===== src/hdl/bhpq_pkg.sv =====
// Shared types, constants and helpers for the binary heap priority queue.
// Used by every module of the block; depends on nothing else.

package bhpq_pkg;

  // Heap geometry and entry format.
  localparam int DEPTH      = 64;
  localparam int DATA_WIDTH = 32;
  localparam int ADDR_W     = $clog2(DEPTH);
  localparam int CNT_W      = $clog2(DEPTH + 1);
  localparam int IDX_W      = ADDR_W + 2;

  typedef logic signed [DATA_WIDTH-1:0] data_t;
  typedef logic [CNT_W-1:0]             cnt_t;
  typedef logic [ADDR_W-1:0]            addr_t;

  // Operation codes of an input transaction.
  typedef enum logic {
    OP_PUSH = 1'b0,
    OP_POP  = 1'b1
  } op_t;

  // Classified command handed from the front end to the heap engine.
  typedef struct packed {
    op_t   op;
    data_t value;
    logic  err;
    cnt_t  cnt;
  } cmd_t;

  // One result transaction.
  typedef struct packed {
    data_t top;
    cnt_t  count;
    logic  empty;
    logic  err;
  } res_t;

  // Engine status seen by the top level.
  typedef struct packed {
    logic idle;
    cnt_t count;
  } eng_status_t;

  // True when value a has to sit above value b (strict ordering).
  function automatic logic ranks_above(input data_t a, input data_t b, input logic max_mode);
    ranks_above = max_mode ? (a > b) : (a < b);
  endfunction

endpackage


===== src/hdl/bhpq_front.sv =====
// Front end: accepts input transactions and classifies them.
// Tracks the entry count ahead of the engine; depends on bhpq_pkg.

module bhpq_front import bhpq_pkg::*; (
  input  logic  clk,
  input  logic  rst_n,
  input  logic  push,
  output logic  full,
  input  logic  in_opcode,
  input  data_t in_push_value,
  input  logic  cmd_full,
  output logic  cmd_wr,
  output cmd_t  cmd_data,
  output cnt_t  shadow_cnt
);

  cnt_t cnt_r;
  cnt_t cnt_nxt;
  op_t  op;
  logic err;

  // Classify the item against the count that all earlier items leave.
  always_comb begin
    op      = op_t'(in_opcode);
    err     = (op == OP_PUSH) ? (cnt_r == CNT_W'(DEPTH)) : (cnt_r == '0);
    cnt_nxt = cnt_r;
    if (!err) begin
      if (op == OP_PUSH) begin
        cnt_nxt = cnt_r + CNT_W'(1);
      end else begin
        cnt_nxt = cnt_r - CNT_W'(1);
      end
    end
  end

  assign full               = cmd_full;
  assign cmd_wr             = push && !cmd_full;
  assign cmd_data.op        = op;
  assign cmd_data.value     = in_push_value;
  assign cmd_data.err       = err;
  assign cmd_data.cnt       = cnt_nxt;
  assign shadow_cnt         = cnt_r;

  // Count register advances on each accepted transaction.
  always_ff @(posedge clk) begin
    if (!rst_n) begin
      cnt_r <= '0;
    end else if (cmd_wr) begin
      cnt_r <= cnt_nxt;
    end
  end

endmodule


===== src/hdl/bhpq_cmd_queue.sv =====
// Two-entry command queue between the front end and the heap engine.
// Depends on bhpq_pkg for the command type.

module bhpq_cmd_queue import bhpq_pkg::*; (
  input  logic clk,
  input  logic rst_n,
  input  logic wr,
  input  cmd_t wr_data,
  output logic q_full,
  input  logic rd,
  output cmd_t rd_data,
  output logic q_empty
);

  cmd_t       slot_r [2];
  logic       wr_ptr_r;
  logic       rd_ptr_r;
  logic [1:0] cnt_r;

  assign q_full  = (cnt_r == 2'd2);
  assign q_empty = (cnt_r == 2'd0);
  assign rd_data = slot_r[rd_ptr_r];

  // Pointer and occupancy bookkeeping.
  always_ff @(posedge clk) begin
    if (!rst_n) begin
      wr_ptr_r <= 1'b0;
      rd_ptr_r <= 1'b0;
      cnt_r    <= 2'd0;
    end else begin
      if (wr) begin
        wr_ptr_r <= ~wr_ptr_r;
      end
      if (rd) begin
        rd_ptr_r <= ~rd_ptr_r;
      end
      if (wr && !rd) begin
        cnt_r <= cnt_r + 2'd1;
      end else if (rd && !wr) begin
        cnt_r <= cnt_r - 2'd1;
      end
    end
  end

  // Payload storage needs no reset.
  always_ff @(posedge clk) begin
    if (wr) begin
      slot_r[wr_ptr_r] <= wr_data;
    end
  end

endmodule


===== src/hdl/bhpq_result_queue.sv =====
// Two-entry result queue that decouples the engine from the result consumer.
// Depends on bhpq_pkg for the result type.

module bhpq_result_queue import bhpq_pkg::*; (
  input  logic clk,
  input  logic rst_n,
  input  logic wr,
  input  res_t wr_data,
  output logic q_full,
  input  logic rd,
  output res_t rd_data,
  output logic q_empty
);

  res_t       slot_r [2];
  logic       wr_ptr_r;
  logic       rd_ptr_r;
  logic [1:0] cnt_r;

  assign q_full  = (cnt_r == 2'd2);
  assign q_empty = (cnt_r == 2'd0);
  assign rd_data = slot_r[rd_ptr_r];

  // Pointer and occupancy bookkeeping.
  always_ff @(posedge clk) begin
    if (!rst_n) begin
      wr_ptr_r <= 1'b0;
      rd_ptr_r <= 1'b0;
      cnt_r    <= 2'd0;
    end else begin
      if (wr) begin
        wr_ptr_r <= ~wr_ptr_r;
      end
      if (rd) begin
        rd_ptr_r <= ~rd_ptr_r;
      end
      if (wr && !rd) begin
        cnt_r <= cnt_r + 2'd1;
      end else if (rd && !wr) begin
        cnt_r <= cnt_r - 2'd1;
      end
    end
  end

  // Payload storage needs no reset.
  always_ff @(posedge clk) begin
    if (wr) begin
      slot_r[wr_ptr_r] <= wr_data;
    end
  end

endmodule


===== src/hdl/bhpq_engine.sv =====
// Heap engine: owns the heap memory and runs sift-up and sift-down.
// Takes commands from the command queue, writes results; depends on bhpq_pkg.

module bhpq_engine import bhpq_pkg::*; (
  input  logic        clk,
  input  logic        rst_n,
  input  logic        max_mode,
  input  logic        cmd_empty,
  input  cmd_t        cmd_data,
  output logic        cmd_rd,
  input  logic        res_full,
  output logic        res_wr,
  output res_t        res_data,
  output eng_status_t status
);

  typedef enum logic [6:0] {
    S_IDLE    = 7'b0000001,
    S_UP      = 7'b0000010,
    S_DN_LOAD = 7'b0000100,
    S_DN_CHK  = 7'b0001000,
    S_DN_L    = 7'b0010000,
    S_DN_R    = 7'b0100000,
    S_DONE    = 7'b1000000
  } state_t;

  // Heap memory: one write port, one registered read port.
  data_t  mem [DEPTH];
  data_t  rd_data_r;
  logic   rd_en;
  addr_t  rd_addr;
  logic   wr_en;
  addr_t  wr_addr;
  data_t  wr_data;

  state_t state_r,    state_nxt;
  data_t  cur_r,      cur_nxt;
  addr_t  pos_r,      pos_nxt;
  cnt_t   cnt_r,      cnt_nxt;
  logic   err_r,      err_nxt;
  data_t  best_val_r, best_val_nxt;
  addr_t  best_idx_r, best_idx_nxt;
  data_t  top_r;

  logic [IDX_W-1:0] lc_w;
  logic [IDX_W-1:0] rc_w;
  addr_t            par;
  addr_t            par2;
  addr_t            push_pos;
  logic             l_above;
  logic             r_above;
  data_t            cand_val;
  addr_t            cand_idx;

  // Index arithmetic of the current position.
  always_comb begin
    lc_w     = IDX_W'({pos_r, 1'b1});
    rc_w     = lc_w + IDX_W'(1);
    par      = (pos_r - ADDR_W'(1)) >> 1;
    par2     = (par - ADDR_W'(1)) >> 1;
    push_pos = ADDR_W'(cmd_data.cnt - CNT_W'(1));
  end

  // Best of the moving entry and the children read so far.
  always_comb begin
    l_above = ranks_above(rd_data_r, cur_r, max_mode);
    r_above = ranks_above(rd_data_r, best_val_r, max_mode);
    if (state_r == S_DN_R) begin
      cand_val = r_above ? rd_data_r : best_val_r;
      cand_idx = r_above ? rc_w[ADDR_W-1:0] : best_idx_r;
    end else begin
      cand_val = l_above ? rd_data_r : cur_r;
      cand_idx = l_above ? lc_w[ADDR_W-1:0] : pos_r;
    end
  end

  // Sequencer of the sift operations.
  always_comb begin
    state_nxt    = state_r;
    cur_nxt      = cur_r;
    pos_nxt      = pos_r;
    cnt_nxt      = cnt_r;
    err_nxt      = err_r;
    best_val_nxt = best_val_r;
    best_idx_nxt = best_idx_r;
    rd_en        = 1'b0;
    rd_addr      = '0;
    wr_en        = 1'b0;
    wr_addr      = pos_r;
    wr_data      = cur_r;
    cmd_rd       = 1'b0;
    res_wr       = 1'b0;
    case (state_r)
      S_IDLE: begin
        if (!cmd_empty) begin
          cmd_rd  = 1'b1;
          err_nxt = cmd_data.err;
          cnt_nxt = cmd_data.cnt;
          cur_nxt = cmd_data.value;
          if (cmd_data.err) begin
            state_nxt = S_DONE;
          end else if (cmd_data.op == OP_PUSH) begin
            pos_nxt = push_pos;
            if (push_pos == '0) begin
              wr_en     = 1'b1;
              wr_addr   = '0;
              wr_data   = cmd_data.value;
              state_nxt = S_DONE;
            end else begin
              rd_en     = 1'b1;
              rd_addr   = (push_pos - ADDR_W'(1)) >> 1;
              state_nxt = S_UP;
            end
          end else begin
            pos_nxt = '0;
            if (cmd_data.cnt == '0) begin
              state_nxt = S_DONE;
            end else begin
              // Fetch the last entry, which moves to the root.
              rd_en     = 1'b1;
              rd_addr   = ADDR_W'(cmd_data.cnt);
              state_nxt = S_DN_LOAD;
            end
          end
        end
      end
      S_UP: begin
        // The parent of the hole is in rd_data_r unless the hole is the root.
        wr_en = 1'b1;
        if (pos_r == '0) begin
          state_nxt = S_DONE;
        end else if (ranks_above(cur_r, rd_data_r, max_mode)) begin
          wr_data = rd_data_r;
          pos_nxt = par;
          if (par != '0) begin
            rd_en   = 1'b1;
            rd_addr = par2;
          end
        end else begin
          state_nxt = S_DONE;
        end
      end
      S_DN_LOAD: begin
        cur_nxt   = rd_data_r;
        state_nxt = S_DN_CHK;
      end
      S_DN_CHK: begin
        if (lc_w >= IDX_W'(cnt_r)) begin
          wr_en     = 1'b1;
          state_nxt = S_DONE;
        end else begin
          rd_en     = 1'b1;
          rd_addr   = lc_w[ADDR_W-1:0];
          state_nxt = S_DN_L;
        end
      end
      S_DN_L, S_DN_R: begin
        if ((state_r == S_DN_L) && (rc_w < IDX_W'(cnt_r))) begin
          // Right child exists: fetch it and keep the running best.
          rd_en        = 1'b1;
          rd_addr      = rc_w[ADDR_W-1:0];
          best_val_nxt = cand_val;
          best_idx_nxt = cand_idx;
          state_nxt    = S_DN_R;
        end else if (cand_idx == pos_r) begin
          wr_en     = 1'b1;
          state_nxt = S_DONE;
        end else begin
          // Move the winning child up and descend into its slot.
          wr_en     = 1'b1;
          wr_data   = cand_val;
          pos_nxt   = cand_idx;
          state_nxt = S_DN_CHK;
        end
      end
      S_DONE: begin
        if (!res_full) begin
          res_wr    = 1'b1;
          state_nxt = S_IDLE;
        end
      end
      default: begin
        state_nxt = S_IDLE;
      end
    endcase
  end

  // Memory ports and the copy of the root entry.
  always_ff @(posedge clk) begin
    if (wr_en) begin
      mem[wr_addr] <= wr_data;
    end
    if (rd_en) begin
      rd_data_r <= mem[rd_addr];
    end
    if (wr_en && (wr_addr == '0)) begin
      top_r <= wr_data;
    end
  end

  // Control state.
  always_ff @(posedge clk) begin
    if (!rst_n) begin
      state_r <= S_IDLE;
      cnt_r   <= '0;
      err_r   <= 1'b0;
    end else begin
      state_r <= state_nxt;
      cnt_r   <= cnt_nxt;
      err_r   <= err_nxt;
    end
  end

  // Working registers of the sift.
  always_ff @(posedge clk) begin
    cur_r      <= cur_nxt;
    pos_r      <= pos_nxt;
    best_val_r <= best_val_nxt;
    best_idx_r <= best_idx_nxt;
  end

  assign res_data.top   = (cnt_r == '0) ? '0 : top_r;
  assign res_data.count = cnt_r;
  assign res_data.empty = (cnt_r == '0);
  assign res_data.err   = err_r;
  assign status.idle    = (state_r == S_IDLE);
  assign status.count   = cnt_r;

endmodule


===== src/hdl/binary_heap_priority_queue.sv =====
// Top level of the binary heap priority queue: front end, command queue,
// heap engine and result queue; depends on bhpq_pkg and those modules.
//
//   Channel   Handshake                  Payload
//   input     push / full                in_opcode, in_push_value
//   result    pop / empty                out_top_value, out_entry_count,
//                                        out_is_empty, out_op_error
//   config    cfg_we                     cfg_wdata (max-heap when 1)
//
// The heap engine does one transaction at a time: a refused transaction
// goes straight to its result, a push sifts up one level per step and a
// pop sifts down, fetching children via the single read port of the heap
// memory. Reset is synchronous and active low, clears the count and sets
// max-heap mode. The command and result queues let input and result sides
// stall independently; the heap memory needs no clearing pass.

module binary_heap_priority_queue import bhpq_pkg::*; (
  input  logic                  clk,
  input  logic                  rst_n,
  input  logic                  push,
  output logic                  full,
  input  logic                  in_opcode,
  input  data_t                 in_push_value,
  output logic                  empty,
  input  logic                  pop,
  output data_t                 out_top_value,
  output logic [CNT_W-1:0]      out_entry_count,
  output logic                  out_is_empty,
  output logic                  out_op_error,
  input  logic                  cfg_we,
  input  logic                  cfg_wdata
);

  logic        max_mode_r;
  logic        cmd_wr;
  cmd_t        cmd_wr_data;
  logic        cmd_full;
  logic        cmd_rd;
  cmd_t        cmd_rd_data;
  logic        cmd_empty;
  cnt_t        shadow_cnt;
  logic        res_wr;
  res_t        res_wr_data;
  logic        res_full;
  res_t        res_rd_data;
  eng_status_t status;

  // Mode register.
  always_ff @(posedge clk) begin
    if (!rst_n) begin
      max_mode_r <= 1'b1;
    end else if (cfg_we) begin
      max_mode_r <= cfg_wdata;
    end
  end

  bhpq_front u_front (
    .clk           (clk),
    .rst_n         (rst_n),
    .push          (push),
    .full          (full),
    .in_opcode     (in_opcode),
    .in_push_value (in_push_value),
    .cmd_full      (cmd_full),
    .cmd_wr        (cmd_wr),
    .cmd_data      (cmd_wr_data),
    .shadow_cnt    (shadow_cnt)
  );

  bhpq_cmd_queue u_cmd_queue (
    .clk     (clk),
    .rst_n   (rst_n),
    .wr      (cmd_wr),
    .wr_data (cmd_wr_data),
    .q_full  (cmd_full),
    .rd      (cmd_rd),
    .rd_data (cmd_rd_data),
    .q_empty (cmd_empty)
  );

  bhpq_engine u_engine (
    .clk       (clk),
    .rst_n     (rst_n),
    .max_mode  (max_mode_r),
    .cmd_empty (cmd_empty),
    .cmd_data  (cmd_rd_data),
    .cmd_rd    (cmd_rd),
    .res_full  (res_full),
    .res_wr    (res_wr),
    .res_data  (res_wr_data),
    .status    (status)
  );

  bhpq_result_queue u_result_queue (
    .clk     (clk),
    .rst_n   (rst_n),
    .wr      (res_wr),
    .wr_data (res_wr_data),
    .q_full  (res_full),
    .rd      (pop && !empty),
    .rd_data (res_rd_data),
    .q_empty (empty)
  );

  assign out_top_value   = res_rd_data.top;
  assign out_entry_count = res_rd_data.count;
  assign out_is_empty    = res_rd_data.empty;
  assign out_op_error    = res_rd_data.err;

  // The engine never writes a result into a full result queue.
  a_no_result_overflow: assert property (@(posedge clk) disable iff (!rst_n)
    res_wr |-> !res_full)
    else $error("result written into full result queue");

  // A waiting result reports empty exactly when its count is zero.
  a_empty_matches_count: assert property (@(posedge clk) disable iff (!rst_n)
    !empty |-> (out_is_empty == (out_entry_count == '0)))
    else $error("empty flag disagrees with entry count");

  // A waiting result never reports more entries than the heap holds.
  a_count_in_range: assert property (@(posedge clk) disable iff (!rst_n)
    !empty |-> (out_entry_count <= CNT_W'(DEPTH)))
    else $error("entry count beyond heap depth");

  // Once all commands are done, front and engine agree on the count.
  a_count_tracking: assert property (@(posedge clk) disable iff (!rst_n)
    (status.idle && cmd_empty) |-> (shadow_cnt == status.count))
    else $error("front end count differs from engine count");

endmodule

===== config.mk =====
export PLATFORM = sky130hd
export DESIGN_NAME = binary_heap_priority_queue
export DESIGN_NICKNAME = d
export VERILOG_FILES = /design/src/hdl/bhpq_pkg.sv /design/src/hdl/bhpq_front.sv /design/src/hdl/bhpq_cmd_queue.sv /design/src/hdl/bhpq_result_queue.sv /design/src/hdl/bhpq_engine.sv /design/src/hdl/binary_heap_priority_queue.sv
export SDC_FILE = /design/constraint.sdc
export NUM_CORES = 2
export LEC_CHECK = 0
export BUFFER_PORTS_ARGS = -buffer_cell sky130_fd_sc_hd__buf_2
export CAP_MARGIN = 30
export CORE_UTILIZATION = 40
export CTS_BUF_LIST = sky130_fd_sc_hd__clkbuf_2 sky130_fd_sc_hd__clkbuf_4 sky130_fd_sc_hd__clkbuf_8
export CTS_CLUSTER_DIAMETER = 60
export DETAILED_ROUTE_END_ITERATION = 8
export PLACE_DENSITY_LB_ADDON = 0.08
export SYNTH_ARGS = -nofsm -noshare
export SYNTH_HDL_FRONTEND = slang
export SYNTH_SLANG_ARGS = --single-unit
export TNS_END_PERCENT = 20

===== constraint.sdc =====
create_clock -name clk -period 21.3 [get_ports clk]
set_input_delay 3.195 -clock clk [delete_from_list [all_inputs] [get_ports clk]]
set_output_delay 3.195 -clock clk [all_outputs]
set_load 0.01 [all_outputs]

==> run_results.csv <==
group,metric,value,unit
run_status,status,"complete, no violations",
drt,drt_iter0_markers,6513,
timing,rsz0062_at_grt,"false",
clocking,h-tree-depth,5,
worst_setup_path,cp-start-kind,"flop",
drt,wl,342000,um
drt,antenna_left,0,
cells_and_area,area_delta_synth_final,14.4,%
worst_setup_path,critPathCaptureType,"flop",
hold_path,whs_path_depth,0,
global_route,grt_max_degree,140,
floorplan,design.core.area,0.241,sq mm
worst_setup_path,crit_type,"reg -> reg",
synth,synth_edf_count,2352,
worst_setup_path,cp_top_family,"buffers and inverters",
power_and_ir_drop,powerDensity,175,mW/mm^2
worst_setup_path,max_stage_delay,0.80,ns
synth,yosys.area_share.simple,10.1,%
job,cap_violations,0,
timing,timing.final.ws_setup,11.70,ns
power_and_ir_drop,peakVddDrop,178,uV
synth,syn_inst,6715,
timing,skew,0.0813,ns
timing,fmax,0.104,GHz
worst_setup_path,critPathBufInv,6,
place,place_ws,11.58,ns
worst_setup_path,critPathRequiredTime,22.04,ns
global_route,antenna_found_initial,29,
synth,syn_area,0.0974,sq mm
clocking,clock_latency,1.11,ns
synth,synthAdderAreaFrac,1.15,%
floorplan,die_h,496,um
global_route,grt_first_pass_wirelength,473000,um
timing,hold_viol,0,
drt,drc,0,
clocking,clock_sinks,2385,
hold_path,hp-class,"reg -> reg",
floorplan,die_area,0.246,sq mm
synth,synth_warnings,0,
worst_setup_path,worstPathCellList,"buf_4 -> mux2i_1 -> ha_1 -> xor2_1 -> nand4_1 -> a31oi_4 -> o32ai_1 -> nor4_4 -> buf_4 -> buf_4 -> buf_4 -> buf_4 -> buf_12 -> mux2_1 -> o211ai_1 -> o41ai_1 -> a31o_1 -> and3b_1 -> a211oi_1",
power_and_ir_drop,power_leakage,39.2,nW
worst_setup_path,reg2reg_depth,19,
synth,syn_avg_cell_area,14.5,sq um
worst_setup_path,critPathMostFrequentCell,"buf_4",
power_and_ir_drop,seqPwrFrac,37.3,%
clocking,postCtsSetupBuffers,0,
floorplan,ios,82,
timing,min_period,9.60,ns
clocking,clock-root-buffer,"clkbuf_8",
worst_setup_path,reg2reg_to,"u_engine.rd_data_r[26]",
drt,via_count,62200,
synth,muxShareOfSynthArea,4.83,%
worst_setup_path,cpMaxStageDelayCell,"a211oi_1",
synth,synth-main-ff-cell,"edfxtp_1",
clocking,ctsHoldBuffers,0,
synth,synth_top_family_by_area,"simple AND/OR/NAND/NOR gates",
synth,ys_seq_area_share,73.2,%
timing,slew_headroom,16.2,%
power_and_ir_drop,p_clk_share,21.2,%
synth,synthXorXnorAreaFrac,0.279,%
drt,routed_via_density,5.88,
hold_path,hold_end,"u_result_queue.slot_r[1][0]",
cells_and_area,nets,7175,
timing,final_max_slew_viol_count,0,
synth,async_flop_share,0,%
synth,syn-num-nets,6843,
clocking,cts_made_buffers,425,
synth,synth_cell_type_count,92,
place,numPortBuffers,81,
floorplan,die-width,496,um
clocking,ctsResizeCount,0,
clocking,max-clock-path-buffers,4,
place,post-dp-hpwl,190000,um
power_and_ir_drop,internal_power,11.3,mW
cells_and_area,finish.utilization,46.1,%
power_and_ir_drop,p_switching,8.29,mW
power_and_ir_drop,power_switching_share,42.4,%
place,place_congestion,0.879,
worst_setup_path,cp.arrival,10.34,ns
cells_and_area,drive_gt1_share,16.5,%
cells_and_area,fillers,21400,
power_and_ir_drop,power_frac_comb,41.4,%
synth,ys_ff_latch,2385,
drt,wl_per_cell,32.3,um
place,place_area,0.103,sq mm
floorplan,rows,180,
global_route,track_usage,27.4,%
worst_setup_path,ff2ff_setup_slack,11.70,ns
floorplan,start_util,40.3,%
synth,synth_compound_area_share,7.96,%
timing,fin_crit_sh,45.1,%
clocking,cts.clk_slew.worst_paths,0.06,ns
timing,tns,0,ns
cells_and_area,final_area,0.111,sq mm
clocking,cts_tree,"built",
timing,tightest_slew,1.26,ns
worst_setup_path,path_max_fanout,126,
global_route,grt_overflow,0,
drt,first_pass_iters,6,
timing,setup-violations-final,0,
global_route,grt_pass1_vias,59900,
hold_path,worstHoldStart,"u_engine.err_r",
## power by group through the flow
stage	registers (mW)	logic (mW)	clock network, mW
finish	7.30	8.10	4.15
global route	7.31	8.43	4.42
CTS	7.30	7.98	4.23
detailed placement	7.40	7.97	0
global placement	7.43	7.68	0
floorplan	7.42	3.72	0
## worst register-to-register path, cell delays in order (launching register included)
cell and delay (ns):
dfxtp_2 0.39, buf_4 0.60, mux2i_1 0.61, ha_1 0.30
xor2_1 0.53, nand4_1 0.30, a31oi_4 0.29, o32ai_1 0.25
nor4_4 0.30, buf_4 0.50, buf_4 0.67, buf_4 0.67
buf_4 0.72, buf_12 0.55, mux2_1 0.38, o211ai_1 0.09
o41ai_1 0.55, a31o_1 0.46, and3b_1 0.31, a211oi_1 0.80
## layout make-up
cell class	instances	area, sq um	share of cell area [%]
Inverter	98	368	0.330
Antenna cell	35	87.6	0.0786
Clock inverter	159	950	0.852
Timing Repair Buffer	328	2730	2.45
Tap cell	3185	3990	3.58
Clock buffer	589	7140	6.41
Multi-Input combinational cell	3809	24900	22.3
Sequential cell	2385	71300	64.0
## how the worst max path moves through the flow
stage | startpoint | endpoint | cells after the start
CTS | flop | u_engine.rd_data_r[26] | 19
floorplan | u_engine.pos_r[2] | u_engine.mem[49][0] | 17
global placement | flop | u_engine.rd_data_r[27] | 18
global route | flop | u_engine.rd_data_r[26] | 19
finish | flop | u_engine.rd_data_r[26] | 19
detailed placement | flop | u_engine.rd_data_r[26] | 18
## cell families after synthesis
logic type               Yosys count
AO/OA/AOI/OAI                   1017
XOR/XNOR                          31
adder cells (fa/ha/maj)           89
buffers and inverters            521
flip-flops                      2385
multiplexers                     462
AND/OR/NAND/NOR                 2210
## sequential cells by signal, indices dropped and copies added, names as in the netlist, 2 cells and up, named ones only
name                   count
u_engine.mem            2048
u_cmd_queue.slot_r        82
u_result_queue.slot_r     82
u_engine.best_val_r       32
u_engine.cur_r            32
u_engine.rd_data_r        32
u_engine.top_r            32
u_engine.cnt_r             7
u_engine.state_r           7
u_front.shadow_cnt         7
u_engine.best_idx_r        6
u_engine.pos_r             6
u_cmd_queue.cnt_r          2
u_result_queue.cnt_r       2
## metrics by stage
stage	hold WS, ns	instances	total power, mW
after global placement	0.446	9767	15.1
after floorplan	0.426	6715	11.1
after detailed placement	0.452	9799	15.4
after CTS	0.474	10500	19.5
after global routing	0.497	10600	20.2
final	0.472	10600	19.5
## cells in the final DEF, fill, tap and decap left out, drive strengths merged, types with 13 or more instances in the layout
cell,Yosys,layout
nor2,145,145
a32oi,323,323
a21oi,131,131
nand4,55,55
a31oi,119,119
diode,0,35
o21ai,90,90
a21o,13,13
inv,98,104
a32o,15,15
and3,140,140
a2111oi,30,30
a221oi,35,35
mux2i,406,406
edfxtp,2352,2352
nand2,1386,1386
a31o,28,28
xnor2,20,20
dfxtp,33,33
o221ai,36,36
and2,76,76
o211ai,25,25
and4,31,31
clkinv,0,136
mux2,56,56
o31ai,20,20
clkbuf,213,589
nor2b,15,15
o22ai,38,38
a211oi,16,16
nor3,56,56
nor4,27,27
buf,210,328
ha,88,88
nand3,227,227
## Yosys cell counts (88+ instances only)
cell	n	area (sq um)
ha_1	88	1100
nand2_1	1386	5200
nand3_1	227	1140
a31oi_1	118	738
nor2_1	144	541
clkbuf_1	213	800
a21oi_1	131	656
inv_1	98	368
buf_2	121	606
and3_1	140	876
a32oi_1	323	2830
edfxtp_1	2352	70600
mux2i_1	405	4050
## per-layer routing
layer / GRT usage [%] / up-vias / share of wire (%)
met1: 37.6 / 32300 / 42
li1: - / 26700 / -
met2: 43.1 / 2685 / 46
met3: 4.67 / 526 / 7.3
met5: 0 / - / 0.012
met4: 11.8 / 6 / 4.2
Power figures use the tool's default switching activity.
